File: src/gfed_pkg.sv
package gfed_pkg;

    localparam int LAT_W  = 31;
    localparam int LON_W  = 32;
    localparam int MAG_W  = 31;   // axis magnitude after wrap, 1e-7 degree
    localparam int DIST_W = 25;   // meters
    localparam int SUM_W  = 2 * DIST_W + 1;
    localparam int ROOT_STAGES = (SUM_W + 1) / 2;
    localparam int MET_LAT = 3;   // register stages in gfed_meters
    localparam int IN_W   = 2 * LAT_W + 2 * LON_W;

    typedef logic [MAG_W-1:0]  mag_t;
    typedef logic [DIST_W-1:0] dist_t;
    typedef logic [SUM_W-1:0]  sum_t;
    typedef logic [7:0]        cos_t;

    // meters = floor(mag * DEG_TO_M_NUM / DEG_TO_M_DEN)
    localparam logic [16:0] DEG_TO_M_NUM   = 17'd111198;
    localparam logic [24:0] DEG_TO_M_DEN   = 25'd10000000;
    // floor(2^32 * NUM / DEN); rounding down keeps the estimate from overshooting
    localparam logic [25:0] DEG_TO_M_RECIP = 26'd47759177;
    localparam int          RECIP_SHIFT    = 32;

    localparam logic [31:0] HALF_TURN = 32'd1800000000;
    localparam logic [31:0] FULL_TURN = 32'd3600000000;

    localparam int COS_LAST = 54;
    localparam logic [7:0] COS_LUT [0:COS_LAST] = '{
        8'd0,   8'd0,   8'd0,   8'd255, 8'd254, 8'd253, 8'd252, 8'd251, 8'd249, 8'd247,
        8'd245, 8'd243, 8'd240, 8'd238, 8'd235, 8'd232, 8'd228, 8'd225, 8'd221, 8'd217,
        8'd213, 8'd209, 8'd205, 8'd200, 8'd195, 8'd190, 8'd185, 8'd180, 8'd175, 8'd169,
        8'd163, 8'd158, 8'd152, 8'd145, 8'd139, 8'd133, 8'd126, 8'd120, 8'd113, 8'd106,
        8'd100, 8'd93,  8'd86,  8'd79,  8'd71,  8'd64,  8'd57,  8'd49,  8'd42,  8'd35,
        8'd27,  8'd20,  8'd12,  8'd5,   8'd1
    };

    // Cosine entry for a latitude band; bands past the table use the last entry.
    function automatic cos_t cos_lookup(input logic [6:0] band);
        logic [5:0] idx;
        idx = (band > 7'(COS_LAST)) ? 6'(COS_LAST) : band[5:0];
        return COS_LUT[idx];
    endfunction

endpackage

File: src/gfed_isqrt.sv
module gfed_isqrt import gfed_pkg::*; (
    input  logic  aclk,
    input  logic  aresetn,
    input  logic  en,
    input  logic  in_valid,
    input  sum_t  radicand,
    output logic  out_valid,
    output dist_t root
);

    localparam int RT_W = SUM_W + 1;

    logic            vld_reg  [ROOT_STAGES];
    sum_t            rem_reg  [ROOT_STAGES];
    logic [RT_W-1:0] root_reg [ROOT_STAGES];

    // one result bit per stage, highest first
    for (genvar i = 0; i < ROOT_STAGES; i++) begin : g_stage
        localparam logic [RT_W-1:0] BITC = RT_W'(1) << (2 * (ROOT_STAGES - 1 - i));

        logic            vld_in;
        sum_t            rem_in;
        logic [RT_W-1:0] root_in;
        logic [RT_W-1:0] trial;
        logic            take;

        if (i == 0) begin : g_first
            assign vld_in  = in_valid;
            assign rem_in  = radicand;
            assign root_in = '0;
        end else begin : g_next
            assign vld_in  = vld_reg[i-1];
            assign rem_in  = rem_reg[i-1];
            assign root_in = root_reg[i-1];
        end

        assign trial = root_in + BITC;
        assign take  = {1'b0, rem_in} >= trial;

        always_ff @(posedge aclk) begin
            if (!aresetn) begin
                vld_reg[i] <= 1'b0;
            end else if (en) begin
                vld_reg[i] <= vld_in;
            end
        end

        always_ff @(posedge aclk) begin
            if (en) begin
                rem_reg[i]  <= take ? (rem_in - trial[SUM_W-1:0]) : rem_in;
                root_reg[i] <= take ? ((root_in >> 1) + BITC) : (root_in >> 1);
            end
        end
    end

    assign out_valid = vld_reg[ROOT_STAGES-1];
    assign root      = root_reg[ROOT_STAGES-1][DIST_W-1:0];

endmodule

File: config.mk
export PLATFORM = sky130hd
export DESIGN_NAME = gfed_isqrt
export DESIGN_NICKNAME = d
export VERILOG_FILES = /design/src/gfed_pkg.sv /design/src/gfed_isqrt.sv
export SDC_FILE = /design/constraint.sdc
export NUM_CORES = 2
export LEC_CHECK = 0
export BUFFER_PORTS_ARGS = -buffer_cell sky130_fd_sc_hd__buf_2
export CORE_MARGIN = 1
export CORE_UTILIZATION = 48
export CTS_CLUSTER_SIZE = 30
export DETAILED_ROUTE_END_ITERATION = 12
export PLACE_DENSITY = 0.6
export SYNTH_ARGS = -nofsm -noshare
export SYNTH_HDL_FRONTEND = slang
export SYNTH_SLANG_ARGS = --single-unit
export TNS_END_PERCENT = 100
File: constraint.sdc
create_clock -name aclk -period 5.8 [get_ports aclk]
set_input_delay 1.74 -clock aclk [delete_from_list [all_inputs] [get_ports aclk]]
set_output_delay 1.74 -clock aclk [all_outputs]
set_load 0.005 [all_outputs]
==> results_dict.tcl <==
set metrics [dict create \
    path_delay_family "simple AND/OR/NAND/NOR gates" \
    grt_max_degree 200 \
    synth_commonest_cells "1650 x edfxtp_1, 457 x inv_1, 382 x nand2_1, 379 x nor2_1, 373 x ha_1" \
    crit_path_end "rem_reg[0][658]" \
    regArea_sq_um 49600 \
    vias 46500 \
    cts_tree "done" \
    dr.pass1.iters 7 \
    ctsHoldBuffers 0 \
    seq_area_frac_synth 0.642 \
    die_y_um 403 \
    synth_edf_count 1650 \
    route.top_layer_used "met4" \
    grt_pass1_wl_um 258000 \
    cp_data_required_time_ps 6340 \
    finalHoldViolCount 0 \
    timing.final.ws_setup_ps 1510 \
    relSlewSlack 0.209 \
    crit_slowest_cell "or4b_2" \
    io_pins 81 \
    skew_ps 72.2 \
    worstPathCellList "ha_1, or4b_2, nor4_1, nand4_1, nor2_1, nor4_1, o31ai_4, buf_4, nor2b_1, nand2_1, or3b_2, xnor2_1" \
    initial_core_util 0.485 \
    drt_iter0_markers 3159 \
    holdCritPathClass "reg2reg" \
    slowest_delay_ps 610 \
    place.gp.congestion 0.896 \
    synth.distinct_cells 85 \
    synth_most_common_cell "edfxtp_1" \
    cp.depth 12 \
    p_leak_nw 32.3 \
    synth_top_area_share 0.642 \
    yosys_warnings 0 \
    worstReg2RegEnd "rem_reg[0][658]" \
    setup_tns_ps 0 \
    fin_crit_ps 4290 \
    post_cts_buffers 0 \
    reg2reg_depth 12 \
    clkSinkCount 1651 \
    path_buf_inv 1 \
    worst_pin_slew_ps 1180 \
    rsz0062_at_grt "no" \
    worst-setup-path-type "reg2reg" \
    cpMostUsedCell "nor4_1" \
    power_density_nw_per_um2 390 \
    die-area_sq_um 163000 \
    reg2reg_slack_ps 1510 \
    hpwl_um 121000 \
    drive_gt1_frac 0.0769 \
    drt-met1-wl_um 67000 \
    fmax_mhz 233 \
    cts_made_buffers 174 \
    ant_nets 0 \
    h-tree-depth 4 \
    ir_drop_v 0.000308 \
    multi_input_area_sq_um 25700 \
    clk_latency_ps 830 \
    endpoint_kind "register" \
    synth_seq_cells 1651 \
    core.rowCount 146 \
    coreArea_sq_um 159000 \
    wl_met2_um 86600 \
    r2r-start "rem_reg[0][592]" \
    drc 0 \
    setup_viol 0 \
    fin_crit_sh 0.739 \
    syn_inst 5977 \
    whs_ps 408 \
    synth_area_per_cell_sq_um 12.9 \
    fp.dieW_um 403 \
    fillers 13100 \
    ys.flop_type "edfxtp_1" \
    syn_to_final_growth_pct 11.6 \
    antenna_found_initial 0 \
    grt_pass1_vias 46800 \
    synth_area_leader_cell "edfxtp_1" \
    worstSetupStartpoint "rem_reg[0][592]" \
    synth_area_sq_um 77200 \
    synth-async-reset-ratio 0 \
    routed_wl_um 165000 \
    grt.overflow.total 0 \
    viasPerCell 5.50 \
    worst-path-max-fanout 29 \
    clockBufferDepth 3 \
    status "completed" \
    crit_arrival_ps 4820 \
    cts_resized 0 \
    maxCapViolCount 0 \
    final_max_slew_viol_count 0 \
    wl_met3_um 5930 \
    dpl_worst_slack_ps 1380 \
    post_drt_wl_per_cell_um 19.5 \
    portBuffers 80 \
    cts-root-buf "clkbuf_16" \
    clkTransAtPathRegs_ps 60 \
    grt_util_all_layers 0.203 \
    synth_area_leaders "edfxtp_1 64%, ha_1 6.0%, xnor2_1 3.3%, xor2_1 2.7%, a21oi_1 2.3%" \
    syn-num-nets 6406 \
    cp-start-kind "register" \
    layout.nets 6605 \
    largest_reg_flops 1275 \
]
-- where the power goes --
part | switching [W] | internal [W] | leakage, nW
Clock | 0.00472 | 0.00631 | 2.76
Sequential | 0.00113 | 0.0152 | 15.9
Combinational | 0.00363 | 0.00265 | 13.7
-- worst min-delay path by stage --
stage | startpoint | slack, ps | end | cells past startpoint
5_1_grt | root_reg[22][17] | 420 | root_reg[23][16] | 0
4_1_cts | root_reg[22][17] | 410 | root_reg[23][16] | 0
2_1_floorplan | rem_reg[0][534] | 420 | rem_reg[0][585] | 0
3_5_place_dp | rem_reg[0][469] | 420 | rem_reg[0][520] | 0
6_report | root_reg[22][17] | 410 | root_reg[23][16] | 0
3_3_place_gp | rem_reg[1][103] | 420 | rem_reg[1][154] | 0
-- layout by cell type (no fill, tap or decap), types with 196 or more instances in the layout --
| cell type | n |
|---|---|
| a21oi_1 | 356 |
| edfxtp_1 | 1650 |
| ha_1 | 373 |
| inv_1 | 457 |
| nand2_1 | 382 |
| nor2_1 | 379 |
| nor4_1 | 196 |
| o21ai_0 | 273 |
| xnor2_1 | 292 |
| xor2_1 | 241 |
-- layer usage --
layer,track usage,vias to the layer above
met3,0.0294,266
met4,0.0704,0
met5,0,-
met2,0.374,902
met1,0.240,22600
li1,-,22700
-- worst register-to-register path, stage by stage (launching register included) --
cell      delay [ps]
edfxtp_1         410
ha_1             450
or4b_2           610
nor4_1           370
nand4_1          160
nor2_1           420
nor4_1           180
o31ai_4           80
buf_4            330
nor2b_1          280
nand2_1          140
or3b_2           470
xnor2_1          140
-- metrics by stage --
stage          total power [W]  utilization  cells  cell area, sq um
2_1_floorplan           0.0207            -   5977             77200
3_3_place_gp            0.0227        0.506   8146             80500
3_5_place_dp            0.0228        0.506   8146             80500
4_1_cts                 0.0339        0.542   8456             86200
5_1_grt                 0.0352        0.542   8456             86200
6_report                0.0336        0.542   8457             86200
-- final cells by class --
cell class | count | share of cell area
clock inverters | 103 | 0.0143
well taps | 2146 | 0.0311
inverters | 458 | 0.0199
clock buffers | 207 | 0.0522
multi-input cells | 3772 | 0.298
diodes | 1 | 0.0000290
flip-flops and latches | 1651 | 0.575
repair buffers | 119 | 0.00952
-- cells by family after synthesis --
kind of cell,count (synthesis),synth area share
compound gates,1074,0.0859
xor+xnor,533,0.0604
fa+ha+maj,374,0.0607
buf+inv,554,0.0271
flops,1651,0.642
mux,68,0.00974
other cells,1,0.0000486
simple gates,1722,0.114
Power figures use the tool's default switching activity.
