File: src/gfed_pkg.sv
package gfed_pkg;

    localparam int LAT_W  = 31;
    localparam int LON_W  = 32;
    localparam int MAG_W  = 31;   // axis magnitude after wrap, 1e-7 degree
    localparam int DIST_W = 25;   // meters
    localparam int SUM_W  = 2 * DIST_W + 1;
    localparam int ROOT_STAGES = (SUM_W + 1) / 2;
    localparam int MET_LAT = 3;   // register stages in gfed_meters
    localparam int IN_W   = 2 * LAT_W + 2 * LON_W;

    typedef logic [MAG_W-1:0]  mag_t;
    typedef logic [DIST_W-1:0] dist_t;
    typedef logic [SUM_W-1:0]  sum_t;
    typedef logic [7:0]        cos_t;

    // meters = floor(mag * DEG_TO_M_NUM / DEG_TO_M_DEN)
    localparam logic [16:0] DEG_TO_M_NUM   = 17'd111198;
    localparam logic [24:0] DEG_TO_M_DEN   = 25'd10000000;
    // floor(2^32 * NUM / DEN); rounding down keeps the estimate from overshooting
    localparam logic [25:0] DEG_TO_M_RECIP = 26'd47759177;
    localparam int          RECIP_SHIFT    = 32;

    localparam logic [31:0] HALF_TURN = 32'd1800000000;
    localparam logic [31:0] FULL_TURN = 32'd3600000000;

    localparam int COS_LAST = 54;
    localparam logic [7:0] COS_LUT [0:COS_LAST] = '{
        8'd0,   8'd0,   8'd0,   8'd255, 8'd254, 8'd253, 8'd252, 8'd251, 8'd249, 8'd247,
        8'd245, 8'd243, 8'd240, 8'd238, 8'd235, 8'd232, 8'd228, 8'd225, 8'd221, 8'd217,
        8'd213, 8'd209, 8'd205, 8'd200, 8'd195, 8'd190, 8'd185, 8'd180, 8'd175, 8'd169,
        8'd163, 8'd158, 8'd152, 8'd145, 8'd139, 8'd133, 8'd126, 8'd120, 8'd113, 8'd106,
        8'd100, 8'd93,  8'd86,  8'd79,  8'd71,  8'd64,  8'd57,  8'd49,  8'd42,  8'd35,
        8'd27,  8'd20,  8'd12,  8'd5,   8'd1
    };

    // Cosine entry for a latitude band; bands past the table use the last entry.
    function automatic cos_t cos_lookup(input logic [6:0] band);
        logic [5:0] idx;
        idx = (band > 7'(COS_LAST)) ? 6'(COS_LAST) : band[5:0];
        return COS_LUT[idx];
    endfunction

endpackage

File: src/gfed_meters.sv
module gfed_meters import gfed_pkg::*; (
    input  logic  aclk,
    input  logic  en,
    input  mag_t  mag,
    output dist_t meters
);

    logic [MAG_W+25:0] recip_prod;
    logic [MAG_W+16:0] num_prod;
    logic [DIST_W+23:0] back_prod;
    dist_t             rem_lo;

    dist_t qe_a_reg, num_lo_a_reg;
    dist_t qe_b_reg, num_lo_b_reg, back_lo_b_reg;
    dist_t meters_reg;

    // estimate is the true quotient or one below it
    assign recip_prod = (MAG_W+26)'(mag) * (MAG_W+26)'(DEG_TO_M_RECIP);
    assign num_prod   = (MAG_W+17)'(mag) * (MAG_W+17)'(DEG_TO_M_NUM);
    assign back_prod  = (DIST_W+24)'(qe_a_reg) * (DIST_W+24)'(DEG_TO_M_DEN);
    // remainder stays below twice the divisor, so the low bits suffice
    assign rem_lo     = num_lo_b_reg - back_lo_b_reg;

    always_ff @(posedge aclk) begin
        if (en) begin
            qe_a_reg      <= recip_prod[RECIP_SHIFT +: DIST_W];
            num_lo_a_reg  <= num_prod[DIST_W-1:0];
            qe_b_reg      <= qe_a_reg;
            num_lo_b_reg  <= num_lo_a_reg;
            back_lo_b_reg <= back_prod[DIST_W-1:0];
            meters_reg    <= qe_b_reg + DIST_W'(rem_lo >= DEG_TO_M_DEN);
        end
    end

    assign meters = meters_reg;

endmodule

File: config.mk
export PLATFORM = sky130hd
export DESIGN_NAME = gfed_meters
export DESIGN_NICKNAME = d
export VERILOG_FILES = /design/src/gfed_pkg.sv /design/src/gfed_meters.sv
export SDC_FILE = /design/constraint.sdc
export NUM_CORES = 1
export LEC_CHECK = 0
export BUFFER_PORTS_ARGS = -buffer_cell sky130_fd_sc_hd__buf_4
export CORE_ASPECT_RATIO = 1.2
export CORE_MARGIN = 2
export CORE_UTILIZATION = 30
export DETAILED_ROUTE_END_ITERATION = 6
export PLACE_DENSITY_LB_ADDON = 0.1
export SYNTH_ARGS = -nofsm -noshare
export SYNTH_HDL_FRONTEND = slang
export SYNTH_SLANG_ARGS = --single-unit
File: constraint.sdc
create_clock -name aclk -period 18.8 [get_ports aclk]
set_input_delay 0 -clock aclk [delete_from_list [all_inputs] [get_ports aclk]]
set_output_delay 0 -clock aclk [all_outputs]
set_load 0.02 [all_outputs]
==> results of run 1 <==
cell usage after synthesis, drive strengths merged (7+ instances only):
master    n
nand2    30
edfxtp  127
xnor2    93
ha      471
a21oi    49
nor2b    12
and3     14
a31oi     9
nand4     7
nor3     18
fa      440
nand3    21
o21bai   10
o21ai    35
xor2     42
nor2     46
inv     742
o21a      9
a21o     32
cells by family after synthesis:
family	count (synthesis)	synth area share
adders and majority gates	911	0.596
AOI/OAI and AO/OA	186	0.0519
buffers and inverters	743	0.113
DFF	127	0.155
xor gates and xnor gates	135	0.0480
and+or+nand+nor	176	0.0357
worst min path at each step:
stage,to,slack (ns),cells past startpoint
3_5_place_dp,num_lo_b_reg[17]$_DFFE_PP_,0.41,0
3_3_place_gp,num_lo_b_reg[21]$_DFFE_PP_,0.41,0
4_1_cts,meters[14]$_DFFE_PP_,0.10,1
6_report,meters[14]$_DFFE_PP_,0.12,1
2_1_floorplan,back_lo_b_reg[10]$_DFFE_PP_,0.11,0
5_1_grt,meters[14]$_DFFE_PP_,0.13,1
cell type report:
class	instances	area [um2]
clock buffer	18	429
clock inverter	14	134
fill	8347	54800
inverter	742	2790
multi-input combinational	1408	18000
sequential	127	3810
tap	1053	1320
timing repair buffer	58	435
per-layer routing:
layer / vias to the layer above / wire (um) / part of all wire
li1: 7240 / - / -
met1: 7579 / 28300 / 0.44
met2: 122 / 33800 / 0.53
met3: 34 / 938 / 0.015
met4: 2 / 921 / 0.014
met5: - / 10 / 0.00016
worst register-to-register path, delay by kind of cell (launching register included):
kind	cells	cell delay, ns
simple gates	8	1.87
flops	1	0.41
compound gates	6	1.48
xor+xnor	1	0.15
fa+ha+maj	4	1.19
metrics by stage:
step / setup WS [ns] / cell area [um2]
finish: 12.22 / 27000
global route: 11.88 / 27000
CTS: 12.19 / 27000
detailed placement: 11.77 / 26400
global placement: 11.77 / 26400
floorplan: 12.65 / 24600
==> out/metrics.cfg, run 1 <==
[outcome]
status = finished, final reports clean

[worst_setup_path]
cp-start-kind = input pin
path_class = in -> reg
regToRegSetupSlack_ns = 13.45
slowest_delay_ns = 0.54
crit_cells = 27
ff2ff_path_depth = 19
crit_arrival_ns = 6.75
critPathSlowestCell = fa_1
endpoint_kind = flip-flop
crit_family = adder cells
cp_common_cell = inv_1
crit_path_max_fanout = 9
r2r-end = meters[22]$_DFFE_PP_
worstPathRequired_ns = 18.97
crit_path_start = mag[15]
timing.rr.start = qe_b_reg[0]$_DFFE_PP_
crit_buf_inv = 9
critPathCapture = qe_a_reg[17]$_DFFE_PP_

[floorplan]
rows = 115
io_pins = 58
die_area_um2 = 84500
start_util = 0.302
die_h_um = 318
core-area_um2 = 81700
die_width_um = 266

[yosys]
synth_seq_cells = 127
synthTopCellsByArea = fa_1 36%, ha_1 24%, edfxtp_1 15%, inv_1 11%, xnor2_1 3.3%
yosys.cell_types.count = 59
synth_ff_type = edfxtp_1
synth_edf_count = 127
synth-async-reset-ratio = 0
syn_nets = 3222
synth_top_area_cell = fa_1
synth_warnings = 0
synthCells = 2278
avgSynthCellArea_um2 = 10.8
synth_area_um2 = 24600
synth.top_cell.area_share = 0.357
ys_seq_area_frac = 0.155

[sta]
drv_slew = 0
holdWs_ns = 0.118
worstMarginPinSlew_ns = 1.04
final-setup-viol-count = 0
period_share = 0.350
slew_headroom = 0.307
rsz0062_at_grt = false
hold_violations = 0
clock.fmax_mhz = 152
layout_min_cycle_time_ns = 6.58
fin_worst_skew_ns = 0.00937
finalSetupTns_ns = 0

[finish]
drive_gt1_frac = 0.0444
final_common_cell = inv_1
diodes = 0
layout.nets = 3298
final_cell_mix = 741 x inv_1, 471 x ha_1, 440 x fa_1
syn_to_final_growth_pct = 9.38
final_cells = 3420
final_util = 0.330

[global_route]
grt-ovfl-total = 0
grt_max_degree = 83
grt_pass1_wl_um = 101000
grt_util_met3 = 0.0130
grt_usage = 0.159
gr-usage-met1 = 0.205
antenna_found_initial = 1
met2_usage = 0.291
busiest_layer = met2
grt_pass1_vias = 17100

[placement]
dp.cells = 3388
portBuffers = 57
gp_congestion = 0.857
hpwlAfterDp_um = 56300

[clocking]
root_buffer = clkbuf_16
path_clk_slew_ns = 0.07
clockBufferDepth = 2
cts_tree = done
holdBufCountCts = 0
cts_made_buffers = 17
clkLatencyLatePin_ns = 0.42
cts.sinks = 127
post_cts_buffers = 0
cts_htree_levels = 4
ctsResizeCount = 0

[hold_path]
hold_class = in -> reg
min_from = en

[route]
drtIter0Drc = 489
via_count = 15000
route.detailed.drc = 0
viasPerCell = 4.38
ant_nets = 0
dr.pass1.iters = 5
wl_per_cell_um = 18.7
wl_um = 63900

[job]
cap_violations = 0

Power of run 1 is not shown: default switching activity piles up to over one toggle a cycle in this logic, so the estimate is an artifact.
==> run 2, diff against run 1 <==
- clock period: 18.8 -> 6.35 ns (I/O delays scaled with it)
==> run 2 against run 1 <==
  * Worst setup slack worse by 12 ns
  * Clock skew up 0.0060 ns
  * Worst hold slack better by 0.050 ns
  * Global-route usage up 0.26 points
  * Non-clock buffer count up 178
  * Flip-flop and latch count unchanged
  * Critical path depth down 4
  * Critical endpoint is now qe_a_reg[24]$_DFFE_PP_
==> out/metrics.cfg, run 2 (synthesized netlist as in run 1, its figures left out) <==
[outcome]
status = finished, final reports clean

[hold_path]
min_to = meters[14]$_DFFE_PP_
min_from = en
hold_depth = 1
hold_class = in -> reg

[finish]
syn_to_final_growth_pct = 15.8
num-fill-cells = 8356
layout.nets = 3476
seqCellArea_um2 = 3810
diodes = 0
drive_gt1_frac = 0.121
multiInputGateArea_um2 = 18100
stdcell_area_um2 = 28500
final_common_cell = inv_1
final_cell_mix = 730 x inv_1, 468 x ha_1, 435 x fa_1

[sta]
drv_slew = 0
final-setup-viol-count = 0
layout_min_cycle_time_ns = 6.12
fin_worst_skew_ns = 0.0153
worstMarginPinSlew_ns = 0.896
clock.fmax_mhz = 163
hold_violations = 0
slew_headroom = 0.402
period_share = 0.964

[route]
viasPerCell = 4.34
dr.pass1.iters = 6
wl_met3_um = 759
wl_met2_um = 35000
route.detailed.drc = 0
wl_um = 65500
wl_per_cell_um = 18.2
wl_met1_um = 29000
top_layer = met4
via_count = 15600
drtIter0Drc = 581
ant_nets = 0

[clocking]
cts.sinks = 127
root_buffer = clkbuf_16
path_clk_slew_ns = 0.07
clockBufferDepth = 2
clkLatencyLatePin_ns = 0.42
cts_tree = done
holdBufCountCts = 0
cts_made_buffers = 17
cts_htree_levels = 4

[floorplan]
rows = 115
die_width_um = 266
die_area_um2 = 84500
start_util = 0.302
core-area_um2 = 81700
io_pins = 58
die_h_um = 318

[global_route]
grt_usage = 0.161
antenna_found_initial = 1
grt_max_degree = 71
grt_pass1_wl_um = 103000
grt-ovfl-total = 0
grt_pass1_vias = 17600

[worst_setup_path]
crit_family = adder cells
regToRegSetupSlack_ns = 1.03
path_class = in -> reg
endpoint_kind = flip-flop
crit_path_max_fanout = 4
crit_buf_inv = 6
slowest_delay_ns = 0.53
worstPathRequired_ns = 6.52
critPathSlowestCell = fa_1
timing.rr.start = qe_b_reg[0]$_DFFE_PP_
cp_common_cell = fa_1
crit_arrival_ns = 6.29
r2r-end = meters[24]$_DFFE_PP_
cp-start-kind = input pin
ff2ff_path_depth = 19
crit_chain = buf_4 -> buf_4 -> fa_1 -> fa_1 -> inv_1 -> fa_1 -> inv_1 -> fa_1 -> inv_1 -> fa_1 -> inv_1 -> fa_1 -> fa_1 -> ha_1 -> and3_1 -> and4_2 -> a311o_1 -> a31oi_4 -> o211ai_1 -> nand2_1 -> o211ai_1 -> a21oi_1 -> xnor2_1

[job]
cap_violations = 0

[placement]
gp_congestion = 0.843
hpwlAfterDp_um = 59100
portBuffers = 57
placed_area_um2 = 27800

## run 2: layout make-up
| class | instances | share of cell area |
|---|---|---|
| clock buffer | 17 | 0.0149 |
| clock inverter | 15 | 0.00680 |
| inverter | 742 | 0.0982 |
| multi-input combinational | 1408 | 0.635 |
| sequential | 127 | 0.134 |
| tap | 1053 | 0.0462 |
| timing repair buffer | 236 | 0.0652 |
## run 2: worst max path at each step
stage | start | cells after the start | end
6_report | mag[9] | 23 | qe_a_reg[24]$_DFFE_PP_
5_1_grt | mag[13] | 27 | qe_a_reg[17]$_DFFE_PP_
4_1_cts | mag[15] | 27 | qe_a_reg[17]$_DFFE_PP_
3_5_place_dp | mag[13] | 27 | qe_a_reg[17]$_DFFE_PP_
3_3_place_gp | mag[13] | 27 | qe_a_reg[17]$_DFFE_PP_
2_1_floorplan | mag[13] | 26 | qe_a_reg[17]$_DFFE_PP_
## run 2: stage by stage
| step | utilization | TNS, ns | setup slack (ns) | instances | hold slack (ns) |
|---|---|---|---|---|---|
| 2_1_floorplan | - | 0 | 0.200 | 2278 | 0.112 |
| 3_3_place_gp | 0.340 | -9.84 | -0.608 | 3562 | 0.404 |
| 3_5_place_dp | 0.340 | -11.15 | -0.662 | 3562 | 0.406 |
| 4_1_cts | 0.348 | 0 | 0.00624 | 3595 | 0.174 |
| 5_1_grt | 0.349 | -0.00993 | -0.00614 | 3598 | 0.204 |
| 6_report | 0.349 | 0 | 0.229 | 3598 | 0.168 |
## run 2: repair_timing
item                                    CTS  global route
endpoints found under the setup margin   15            15
pin swaps                                10            11
gates cloned                              0             0
buffers inserted                          1             3
resized for setup                         8            25
## run 2: layer usage
layer  track usage  vias up
li1              -     7583
met1         0.209     7881
met2         0.301      114
met3       0.00875       29
met4        0.0240        0
met5             0        -
Power of run 2 is left out for the same reason.
